`src/rtl/assert_macros.svh`:
```
// ----------------------------------------------------------------------------
// assert_macros.svh
// shared concurrent assertion macros for the rtl folder
// ----------------------------------------------------------------------------
`ifndef ASSERT_MACROS_SVH
`define ASSERT_MACROS_SVH

// same-cycle implication, disabled while reset is high
`define ASSERT_IMPLY(label, clk, rst, ante, cons) \
   label: assert property (@(posedge clk) disable iff (rst) (ante) |-> (cons)) \
      else $error("assertion failed");

// next-cycle implication, disabled while reset is high
`define ASSERT_NEXT(label, clk, rst, ante, cons) \
   label: assert property (@(posedge clk) disable iff (rst) (ante) |=> (cons)) \
      else $error("assertion failed");

`endif

```
`src/rtl/mcdt_pkg.sv`:
```
// ----------------------------------------------------------------------------
// mcdt_pkg
// types and constants of the multi-channel delay timer
// ----------------------------------------------------------------------------
package mcdt_pkg;

   localparam int TIME_W      = 30;
   localparam int ELAPSED_W   = 16;
   localparam int CHAN_W      = 5;
   localparam int COUNT_W     = 6;
   localparam int OP_W        = 3;
   localparam int CSR_IDX_W   = 1;
   localparam int CSR_DATA_W  = 6;
   localparam int MAX_RESULTS = 32;
   localparam int FIRE_W      = $clog2(MAX_RESULTS + 1);

   // operation codes
   localparam logic [OP_W-1:0] OP_TICK   = 3'd0;
   localparam logic [OP_W-1:0] OP_LOAD   = 3'd1;
   localparam logic [OP_W-1:0] OP_ACT    = 3'd2;
   localparam logic [OP_W-1:0] OP_DEACT  = 3'd3;
   localparam logic [OP_W-1:0] OP_PAUSE  = 3'd4;
   localparam logic [OP_W-1:0] OP_RESUME = 3'd5;

   // register indexes
   localparam logic [CSR_IDX_W-1:0] CSR_CHAIN_MODE    = 1'd0;
   localparam logic [CSR_IDX_W-1:0] CSR_CHANNEL_COUNT = 1'd1;

   typedef struct packed {
      logic [OP_W-1:0]      operation;
      logic [ELAPSED_W-1:0] elapsed_ms;
      logic [CHAN_W-1:0]    channel_index;
      logic [TIME_W-1:0]    delay_ms;
   } req_type;

   typedef struct packed {
      logic              fired;
      logic [CHAN_W-1:0] fired_channel;
      logic              running;
      logic              last;
   } rsp_type;

endpackage

```
`src/rtl/multi_channel_delay_timer_core.sv`:
```
// ----------------------------------------------------------------------------
// multi_channel_delay_timer_core
// bank of one-shot delay channels, remaining times kept in block memory
// ----------------------------------------------------------------------------
// sequence: every beat is decoded and ends in a flush that waits for output
//    space; activate copies, a chain tick steps and a parallel tick scans between
// throughput: one item at a time; activate, or a parallel tick while no
//    firing waits for output space, walks one channel per cycle through the
//    single read port of each memory
// reset: synchronous, clears control, armed and written flags; no clearing pass
`include "assert_macros.svh"

module multi_channel_delay_timer_core
   import mcdt_pkg::*;
#(
   parameter int NUM_CHANNELS = 32
) (
   input  logic                  clock,
   input  logic                  reset,
   input  logic                  req_valid,
   output logic                  req_stall,
   input  req_type               req_data,
   output logic                  rsp_valid,
   input  logic                  rsp_stall,
   output rsp_type               rsp_data,
   input  logic                  csr_we,
   input  logic [CSR_IDX_W-1:0]  csr_index,
   input  logic [CSR_DATA_W-1:0] csr_wdata
);

   // address width and a counter width that can hold the channel count itself
   localparam int IDX_W = (NUM_CHANNELS > 1) ? $clog2(NUM_CHANNELS) : 1;
   localparam int CNT_W = $clog2(NUM_CHANNELS + 1);
   localparam logic [COUNT_W:0] NUM_EXT = (COUNT_W + 1)'(NUM_CHANNELS);

   typedef enum logic [2:0] {
      S_IDLE,
      S_DECODE,
      S_ACT,
      S_CHAIN,
      S_SCAN,
      S_FLUSH
   } state_type;

   // control registers
   state_type              state_ff, state_in;
   logic                   chain_mode_ff, chain_mode_in;
   logic [COUNT_W-1:0]     chan_count_ff, chan_count_in;
   logic [NUM_CHANNELS-1:0] armed_ff, armed_in;
   logic [NUM_CHANNELS-1:0] rem_written_ff, rem_written_in;
   logic [COUNT_W-1:0]     chain_pos_ff, chain_pos_in;
   logic                   active_ff, active_in;
   logic                   paused_ff, paused_in;
   logic                   rsp_valid_ff, rsp_valid_in;
   rsp_type                rsp_data_ff, rsp_data_in;
   req_type                req_ff, req_in;
   logic                   pend_valid_ff, pend_valid_in;
   logic [CHAN_W-1:0]      pend_ch_ff, pend_ch_in;
   logic [CNT_W-1:0]       iss_ff, iss_in;
   logic                   e_valid_ff, e_valid_in;
   logic [IDX_W-1:0]       e_idx_ff, e_idx_in;
   logic [FIRE_W-1:0]      fire_cnt_ff, fire_cnt_in;

   // memories and their ports
   logic [TIME_W-1:0] rem_mem [NUM_CHANNELS];
   logic [TIME_W-1:0] dly_mem [NUM_CHANNELS];
   logic              rem_we, rem_re, dly_we, dly_re;
   logic [IDX_W-1:0]  rem_wa, rem_ra, dly_wa, dly_ra;
   logic [TIME_W-1:0] rem_wd, dly_wd;
   logic [TIME_W-1:0] rem_rd_ff, dly_rd_ff;
   logic              rd_written_ff;

   // helpers
   logic [CNT_W-1:0]        used_cnt;
   logic [COUNT_W:0]        count_ext;
   logic [NUM_CHANNELS-1:0] used_mask;
   logic                    any_armed;
   logic                    out_free;
   logic                    push;
   rsp_type                 push_data;
   logic [TIME_W-1:0]       cur_time, elapsed_ext, sub_time;
   logic                    due;
   logic                    scan_fire, scan_stall;
   logic [IDX_W-1:0]        iss_idx, pos_idx;

   // channel count clamped to the bank size
   assign count_ext = {1'b0, chan_count_ff};
   assign used_cnt  = (count_ext > NUM_EXT) ? CNT_W'(NUM_EXT) : CNT_W'(count_ext);

   always_comb begin
      for (int i = 0; i < NUM_CHANNELS; i++) begin
         used_mask[i] = CNT_W'(i) < used_cnt;
      end
   end

   assign any_armed = |(armed_ff & used_mask);

   // output register is free when empty or being taken this cycle
   assign out_free = !rsp_valid_ff || !rsp_stall;

   // count-down arithmetic on the entry last read
   assign cur_time    = rd_written_ff ? rem_rd_ff : '0;
   assign elapsed_ext = TIME_W'(req_ff.elapsed_ms);
   assign due         = cur_time <= elapsed_ext;
   assign sub_time    = cur_time - elapsed_ext;

   assign iss_idx = iss_ff[IDX_W-1:0];
   assign pos_idx = IDX_W'(chain_pos_ff);

   // parallel scan: a firing that has to push the held beat out waits for space
   assign scan_fire  = e_valid_ff && armed_ff[e_idx_ff] &&
                       (fire_cnt_ff < FIRE_W'(MAX_RESULTS)) && due;
   assign scan_stall = scan_fire && pend_valid_ff && !out_free;

   assign req_stall = (state_ff != S_IDLE);
   assign rsp_valid = rsp_valid_ff;
   assign rsp_data  = rsp_data_ff;

   always_comb begin
      state_in       = state_ff;
      chain_mode_in  = chain_mode_ff;
      chan_count_in  = chan_count_ff;
      armed_in       = armed_ff;
      rem_written_in = rem_written_ff;
      chain_pos_in   = chain_pos_ff;
      active_in      = active_ff;
      paused_in      = paused_ff;
      req_in         = req_ff;
      pend_valid_in  = pend_valid_ff;
      pend_ch_in     = pend_ch_ff;
      iss_in         = iss_ff;
      e_valid_in     = e_valid_ff;
      e_idx_in       = e_idx_ff;
      fire_cnt_in    = fire_cnt_ff;
      push           = 1'b0;
      push_data      = '0;
      rem_we         = 1'b0;
      rem_wa         = e_idx_ff;
      rem_wd         = '0;
      rem_re         = 1'b0;
      rem_ra         = iss_idx;
      dly_we         = 1'b0;
      dly_wa         = IDX_W'(req_ff.channel_index);
      dly_wd         = req_ff.delay_ms;
      dly_re         = 1'b0;
      dly_ra         = iss_idx;

      // register writes must only come while the bank is idle; the block does not enforce it
      if (csr_we) begin
         unique case (csr_index)
            CSR_CHAIN_MODE:    chain_mode_in = csr_wdata[0];
            CSR_CHANNEL_COUNT: chan_count_in = csr_wdata;
            default: ;
         endcase
      end

      unique case (state_ff)
         S_IDLE: begin
            if (req_valid) begin
               req_in   = req_data;
               state_in = S_DECODE;
            end
         end

         S_DECODE: begin
            pend_valid_in = 1'b0;
            state_in      = S_FLUSH;
            unique case (req_ff.operation)
               OP_TICK: begin
                  if (active_ff && !paused_ff) begin
                     if (chain_mode_ff) begin
                        // position past the last channel stops the bank
                        if ((COUNT_W + 1)'(chain_pos_ff) >= (COUNT_W + 1)'(used_cnt)) begin
                           active_in = 1'b0;
                        end else begin
                           rem_re   = 1'b1;
                           rem_ra   = pos_idx;
                           state_in = S_CHAIN;
                        end
                     end else if (!any_armed) begin
                        active_in = 1'b0;
                     end else begin
                        // first read of the scan; used count is at least one here
                        rem_re      = 1'b1;
                        rem_ra      = '0;
                        iss_in      = CNT_W'(1);
                        e_valid_in  = 1'b1;
                        e_idx_in    = '0;
                        fire_cnt_in = '0;
                        state_in    = S_SCAN;
                     end
                  end
               end
               OP_LOAD: begin
                  if ((COUNT_W + 1)'(req_ff.channel_index) < NUM_EXT) begin
                     dly_we = 1'b1;
                  end
               end
               OP_ACT: begin
                  armed_in     = armed_ff | used_mask;
                  chain_pos_in = '0;
                  paused_in    = 1'b0;
                  active_in    = 1'b1;
                  iss_in       = '0;
                  e_valid_in   = 1'b0;
                  state_in     = S_ACT;
               end
               OP_DEACT:  active_in = 1'b0;
               OP_PAUSE:  paused_in = 1'b1;
               OP_RESUME: paused_in = 1'b0;
               default: ;
            endcase
         end

         // copy delays into remaining times, one channel a cycle
         S_ACT: begin
            if (e_valid_ff) begin
               rem_we                   = 1'b1;
               rem_wa                   = e_idx_ff;
               rem_wd                   = dly_rd_ff;
               rem_written_in[e_idx_ff] = 1'b1;
            end
            if (iss_ff < used_cnt) begin
               dly_re     = 1'b1;
               dly_ra     = iss_idx;
               e_idx_in   = iss_idx;
               e_valid_in = 1'b1;
               iss_in     = iss_ff + CNT_W'(1);
            end else begin
               e_valid_in = 1'b0;
               state_in   = S_FLUSH;
            end
         end

         // chain step: count the current channel whether armed or not
         S_CHAIN: begin
            rem_we                  = 1'b1;
            rem_wa                  = pos_idx;
            rem_written_in[pos_idx] = 1'b1;
            if (due) begin
               rem_wd            = '0;
               armed_in[pos_idx] = 1'b0;
               pend_valid_in     = 1'b1;
               pend_ch_in        = CHAN_W'(chain_pos_ff);
               chain_pos_in      = chain_pos_ff + COUNT_W'(1);
            end else begin
               rem_wd = sub_time;
            end
            state_in = S_FLUSH;
         end

         // parallel scan: evaluate the entry last read, read the next one;
         // a firing is held back one beat so that the final one can carry last
         S_SCAN: begin
            if (!scan_stall) begin
               if (e_valid_ff && armed_ff[e_idx_ff]) begin
                  rem_we                   = 1'b1;
                  rem_wa                   = e_idx_ff;
                  rem_written_in[e_idx_ff] = 1'b1;
                  if (fire_cnt_ff >= FIRE_W'(MAX_RESULTS)) begin
                     // result budget used up: due channels stay armed at zero
                     rem_wd = due ? '0 : sub_time;
                  end else if (due) begin
                     rem_wd             = '0;
                     armed_in[e_idx_ff] = 1'b0;
                     fire_cnt_in        = fire_cnt_ff + FIRE_W'(1);
                     if (pend_valid_ff) begin
                        push                    = 1'b1;
                        push_data.fired         = 1'b1;
                        push_data.fired_channel = pend_ch_ff;
                        push_data.running       = active_ff;
                        push_data.last          = 1'b0;
                     end
                     pend_valid_in = 1'b1;
                     pend_ch_in    = CHAN_W'(e_idx_ff);
                  end else begin
                     rem_wd = sub_time;
                  end
               end
               if (iss_ff < used_cnt) begin
                  rem_re     = 1'b1;
                  rem_ra     = iss_idx;
                  e_idx_in   = iss_idx;
                  e_valid_in = 1'b1;
                  iss_in     = iss_ff + CNT_W'(1);
               end else begin
                  e_valid_in = 1'b0;
                  state_in   = S_FLUSH;
               end
            end
         end

         // final beat: held firing, or a status beat
         S_FLUSH: begin
            if (out_free) begin
               push                    = 1'b1;
               push_data.fired         = pend_valid_ff;
               push_data.fired_channel = pend_valid_ff ? pend_ch_ff : '0;
               push_data.running       = active_ff;
               push_data.last          = 1'b1;
               pend_valid_in           = 1'b0;
               state_in                = S_IDLE;
            end
         end

         default: state_in = S_IDLE;
      endcase

      // output register
      if (push) begin
         rsp_valid_in = 1'b1;
         rsp_data_in  = push_data;
      end else begin
         rsp_valid_in = rsp_valid_ff && rsp_stall;
         rsp_data_in  = rsp_data_ff;
      end
   end

   always_ff @(posedge clock) begin
      if (reset) begin
         state_ff       <= S_IDLE;
         chain_mode_ff  <= 1'b0;
         chan_count_ff  <= COUNT_W'(1);
         armed_ff       <= '0;
         rem_written_ff <= '0;
         chain_pos_ff   <= '0;
         active_ff      <= 1'b0;
         paused_ff      <= 1'b0;
         rsp_valid_ff   <= 1'b0;
         pend_valid_ff  <= 1'b0;
         iss_ff         <= '0;
         e_valid_ff     <= 1'b0;
         fire_cnt_ff    <= '0;
      end else begin
         state_ff       <= state_in;
         chain_mode_ff  <= chain_mode_in;
         chan_count_ff  <= chan_count_in;
         armed_ff       <= armed_in;
         rem_written_ff <= rem_written_in;
         chain_pos_ff   <= chain_pos_in;
         active_ff      <= active_in;
         paused_ff      <= paused_in;
         rsp_valid_ff   <= rsp_valid_in;
         pend_valid_ff  <= pend_valid_in;
         iss_ff         <= iss_in;
         e_valid_ff     <= e_valid_in;
         fire_cnt_ff    <= fire_cnt_in;
         rsp_data_ff    <= rsp_data_in;
         req_ff         <= req_in;
         pend_ch_ff     <= pend_ch_in;
         e_idx_ff       <= e_idx_in;
      end
   end

   // remaining-time memory, an unwritten entry reads as zero
   always_ff @(posedge clock) begin
      if (rem_we) begin
         rem_mem[rem_wa] <= rem_wd;
      end
      if (rem_re) begin
         rem_rd_ff     <= rem_mem[rem_ra];
         rd_written_ff <= rem_written_ff[rem_ra];
      end
   end

   // delay memory
   always_ff @(posedge clock) begin
      if (dly_we) begin
         dly_mem[dly_wa] <= dly_wd;
      end
      if (dly_re) begin
         dly_rd_ff <= dly_mem[dly_ra];
      end
   end

   `ASSERT_IMPLY(a_fire_running, clock, reset, rsp_valid_ff && rsp_data_ff.fired, rsp_data_ff.running)
   `ASSERT_IMPLY(a_scan_active, clock, reset, state_ff == S_SCAN, active_ff && !paused_ff)
   `ASSERT_IMPLY(a_scan_idx, clock, reset, (state_ff == S_SCAN) && e_valid_ff, CNT_W'(e_idx_ff) < used_cnt)
   `ASSERT_IMPLY(a_fire_budget, clock, reset, state_ff == S_SCAN, fire_cnt_ff <= FIRE_W'(MAX_RESULTS))
   `ASSERT_NEXT(a_chain_move, clock, reset, state_ff == S_CHAIN, pend_valid_ff == (chain_pos_ff != $past(chain_pos_ff)))

endmodule
```
`config.mk`:
```
export PLATFORM = sky130hd
export DESIGN_NAME = multi_channel_delay_timer_core
export DESIGN_NICKNAME = d
export VERILOG_FILES = /design/src/rtl/mcdt_pkg.sv /design/src/rtl/multi_channel_delay_timer_core.sv
export VERILOG_INCLUDE_DIRS = /design/src /design/src/rtl
export SDC_FILE = /design/constraint.sdc
export NUM_CORES = 2
export LEC_CHECK = 0
export BUFFER_PORTS_ARGS = -buffer_cell sky130_fd_sc_hd__buf_2
export CAP_MARGIN = 20
export CELL_PAD_IN_SITES_DETAIL_PLACEMENT = 0
export CELL_PAD_IN_SITES_GLOBAL_PLACEMENT = 2
export CORE_UTILIZATION = 48
export CTS_BUF_LIST = sky130_fd_sc_hd__clkbuf_4
export CTS_CLUSTER_SIZE = 25
export DETAILED_ROUTE_END_ITERATION = 7
export PLACE_DENSITY = 0.9
export SETUP_SLACK_MARGIN = 0.15
export SYNTH_ARGS = -nofsm -noshare
export SYNTH_HDL_FRONTEND = slang
export SYNTH_SLANG_ARGS = --single-unit
```
`constraint.sdc`:
```
create_clock -name clock -period 15.3 [get_ports clock]
set_clock_uncertainty 0.05 [all_clocks]
set_input_delay 1.53 -clock clock [delete_from_list [all_inputs] [get_ports clock]]
set_output_delay 1.53 -clock clock [all_outputs]
set_load 0.02 [all_outputs]
```
==> results.yml <==
setup_path:
  worst-r2r-setup-slack_ns: 9.17
  end_kind: "flop"
  reg2reg_to: "rem_mem[8][14]"
  r2r_start: "rd_written_ff"
  critical_path_class: "reg2reg"
  critPathMaxFanout: 42
  worstSetupStartpointType: "flop"
  worstPathArrival_ns: 6.92
  reg2reg_depth: 16
  crit_required_ns: 16.09
logic_synthesis:
  synth_ff_type: "edfxtp_1"
  postSynth.asyncResetShare: 0
  synth_area_mm2: 0.0856
  ys_ff_latch: 2150
  synth_compound_area_frac: 0.0529
  synth_edf_count: 2053
  ys_seq_area_frac: 0.742
  synth_fa_ha_area_frac: 0.00520
  syn-mean-instance-area_um2: 17.2
  synth_warnings: 0
  synth-xor-area-share: 0.00266
  synth_nets: 5089
  ys_types: 79
  synthMuxAreaShare: 0.116
  synth_top_family_by_area: "multiplexers"
  synthCells: 4988
  synth_simple_gate_area_share: 0.0645
routing:
  drc: 0
  routed_via_density: 5.94
  drt_iter0_drc: 5396
  totalWireLength_mm: 212
  first_pass_iters: 6
  ant_nets: 0
  post_drt_wl_per_cell_um: 26.1
  num_vias: 48400
die:
  placementRows: 154
  design.portCount: 76
  die_x_um: 424
  start_util: 0.485
  core_area_mm2: 0.177
  fp.dieArea_mm2: 0.180
  die_h_um: 424
clock_tree:
  cts_root_buf: "clkbuf_4"
  cts_buffer_depth: 4
  postCtsSetupBuffers: 0
  cts_resized: 0
  cts_hold_buf: 0
  cts_num_sinks: 2150
  clkTransAtPathRegs_ns: 0.06
  htree_levels: 6
  cts_tree: "done"
  cts_buffers: 553
  clk_latency_ns: 1.28
global_route:
  grt-ovfl-total: 0
  grt_usage: 0.235
  grt_pass1_vias: 49100
  grt_max_degree: 168
  antenna_found_initial: 7
  grt_pass1_wl_mm: 312
flow_run:
  drv_cap: 0
timing:
  min_period_over_period: 0.401
  slew_headroom: 0.238
  rsz0062_at_grt: "false"
  post-route-min-period_ns: 6.13
  tightest_slew_ns: 1.14
  hold_violations: 0
  fmax_mhz: 163
  tns_ns: 0
  setup_ws_ns: 9.17
  drv_slew: 0
  setup_viol: 0
place:
  place_congestion: 0.857
  dpl.cell_count: 7216
  port-buffer-count: 75
  dp_hpwl_mm: 117
  place_ws_ns: 9.22
hold_path:
  hold_class: "in2reg"
  min_to: "dly_wd[4]"
  hold_start: "req_data[4]"
  hold_depth: 1
power:
  irDropWorstVdd_v: 0.000105
  p_leak_nw: 31.4
  power.density_mw_per_mm2: 122
status:
  status: "finished clean"
layout:
  layout.nets: 5548
  areaGrowthSynthToFinish_pct: 12.5
  drive_gt1_frac: 0.284
  stdcell_count: 8142
  n_fill_cell: 13700
-- cell type report --
cell class / count / area, um^2 / share of cell area
Timing Repair Buffer: 196 / 1680 / 0.0174
Clock buffer: 793 / 5950 / 0.0618
Multi-Input combinational cell: 2508 / 21400 / 0.222
Inverter: 38 / 145 / 0.00151
Sequential cell: 2150 / 63600 / 0.660
Antenna cell: 6 / 15.0 / 0.000156
Tap cell: 2340 / 2930 / 0.0304
Clock inverter: 111 / 659 / 0.00684
-- cells in the mapped netlist (9+ instances only) --
library cell,n,share of area
nor4_1,37,0.0027
dfxtp_1,97,0.023
nand2_1,729,0.032
o21ai_0,69,0.0040
nand2b_1,16,0.0012
o211ai_1,38,0.0033
buf_4,9,0.00079
clkbuf_1,170,0.0075
xor2_1,16,0.0016
a22oi_1,63,0.0055
a21oi_1,233,0.014
ha_1,34,0.0050
nor3_1,18,0.0011
a21o_1,14,0.0012
a211oi_1,65,0.0057
edfxtp_1,2053,0.72
nand4_1,9,0.00066
inv_1,35,0.0015
nand3_1,96,0.0056
xnor2_1,10,0.0010
o22ai_1,60,0.0044
buf_1,38,0.0017
o21a_1,10,0.00088
nor2_1,172,0.0075
or3_1,12,0.00088
mux2_2,123,0.016
mux4_2,372,0.098
a31oi_1,38,0.0028
mux2i_1,16,0.0019
nor2b_1,14,0.0010
buf_2,68,0.0040
a311oi_1,32,0.0033
and2_1,26,0.0019
or2_2,10,0.00073
nor3b_1,38,0.0033
and4_1,32,0.0033
and3_1,10,0.00073
-- layout by cell type, fill, tap and decap left out, drive strengths merged, types with 48 or more instances in the layout --
cell and n:
edfxtp 2053, nor2 174, o21ai 69, mux4 372, clkbuf 793, nand3 96, a22oi 63, a21oi 233
mux2 123, a211oi 65, dfxtp 97, o22ai 60, inv 48, clkinv 90, buf 196, nand2 729
-- power breakdown --
group	internal, mW	total (mW)	switching (mW)
logic	0.233	0.539	0.306
clock network	2.50	4.72	2.22
registers	6.43	6.50	0.0668
total	9.17	11.8	2.60
-- metal layers --
metal	vias up	part of all wire	track usage
li1	21100	-	-
met1	24600	0.39	0.308
met2	2261	0.51	0.391
met3	419	0.080	0.0443
met4	0	0.026	0.0890
met5	-	0	0
-- how the worst max path moves through the flow --
stage                           startpoint        endpoint
after floorplan                      reset       dly_wa[0]
after global placement       rd_written_ff  rem_mem[28][3]
after detailed placement     rd_written_ff  rem_mem[31][3]
after CTS                    rd_written_ff  rem_mem[31][1]
after global routing      chan_count_ff[5]   rem_rd_ff[15]
final                        rd_written_ff  rem_mem[8][14]
-- registers in the layout (all words and copies together), names as in the netlist, 3 cells and up --
register and flops:
rsp_data 8, pend_ch_ff 5, req_ff 3, dly_wa 5, rem_mem 960, rem_rd_ff 30, elapsed_ext 16, e_idx_ff 5
rem_written_ff 32, fire_cnt_ff 6, armed_ff 32, dly_rd_ff 30, dly_wd 30, chan_count_ff 6, state_ff 3, dly_mem 960
iss_ff 6, chain_pos_ff 6
-- per-stage QoR --
stage	hold slack [ns]	utilization	instance area, um^2	total power, mW
after global placement	0.396	0.505	89200	7.16
after CTS	0.202	0.543	96000	11.9
after global routing	0.263	0.545	96300	12.2
after floorplan	0.381	-	85600	7.00
after detailed placement	0.404	0.506	89400	7.17
final	0.396	0.545	96300	11.8
-- logic make-up (layout without fill, tap and decap cells) --
kind of cell / count (synthesis) / after routing
mux: 511 / 511
compound gates: 700 / 700
flops: 2150 / 2150
buf+inv: 330 / 1138
xor+xnor: 26 / 26
fa+ha+maj: 35 / 35
simple gates: 1236 / 1236
other cells: 0 / 6
-- critical path, stage by stage, from the launching register on --
cell and delay [ns]:
edfxtp_1 0.33, buf_4 0.36, nand2_1 0.10, ha_1 0.22, inv_1 0.08, fa_1 0.22, a21o_1 0.13, a21o_1 0.18
a2111oi_2 0.11, nor4_1 0.42, o41ai_2 0.24, buf_4 0.21, and2_1 0.17, a311oi_1 0.42, a211o_1 0.63, nand2_1 0.70
nor2_4 1.08
Note: power is estimated with default switching activity, not from simulation.
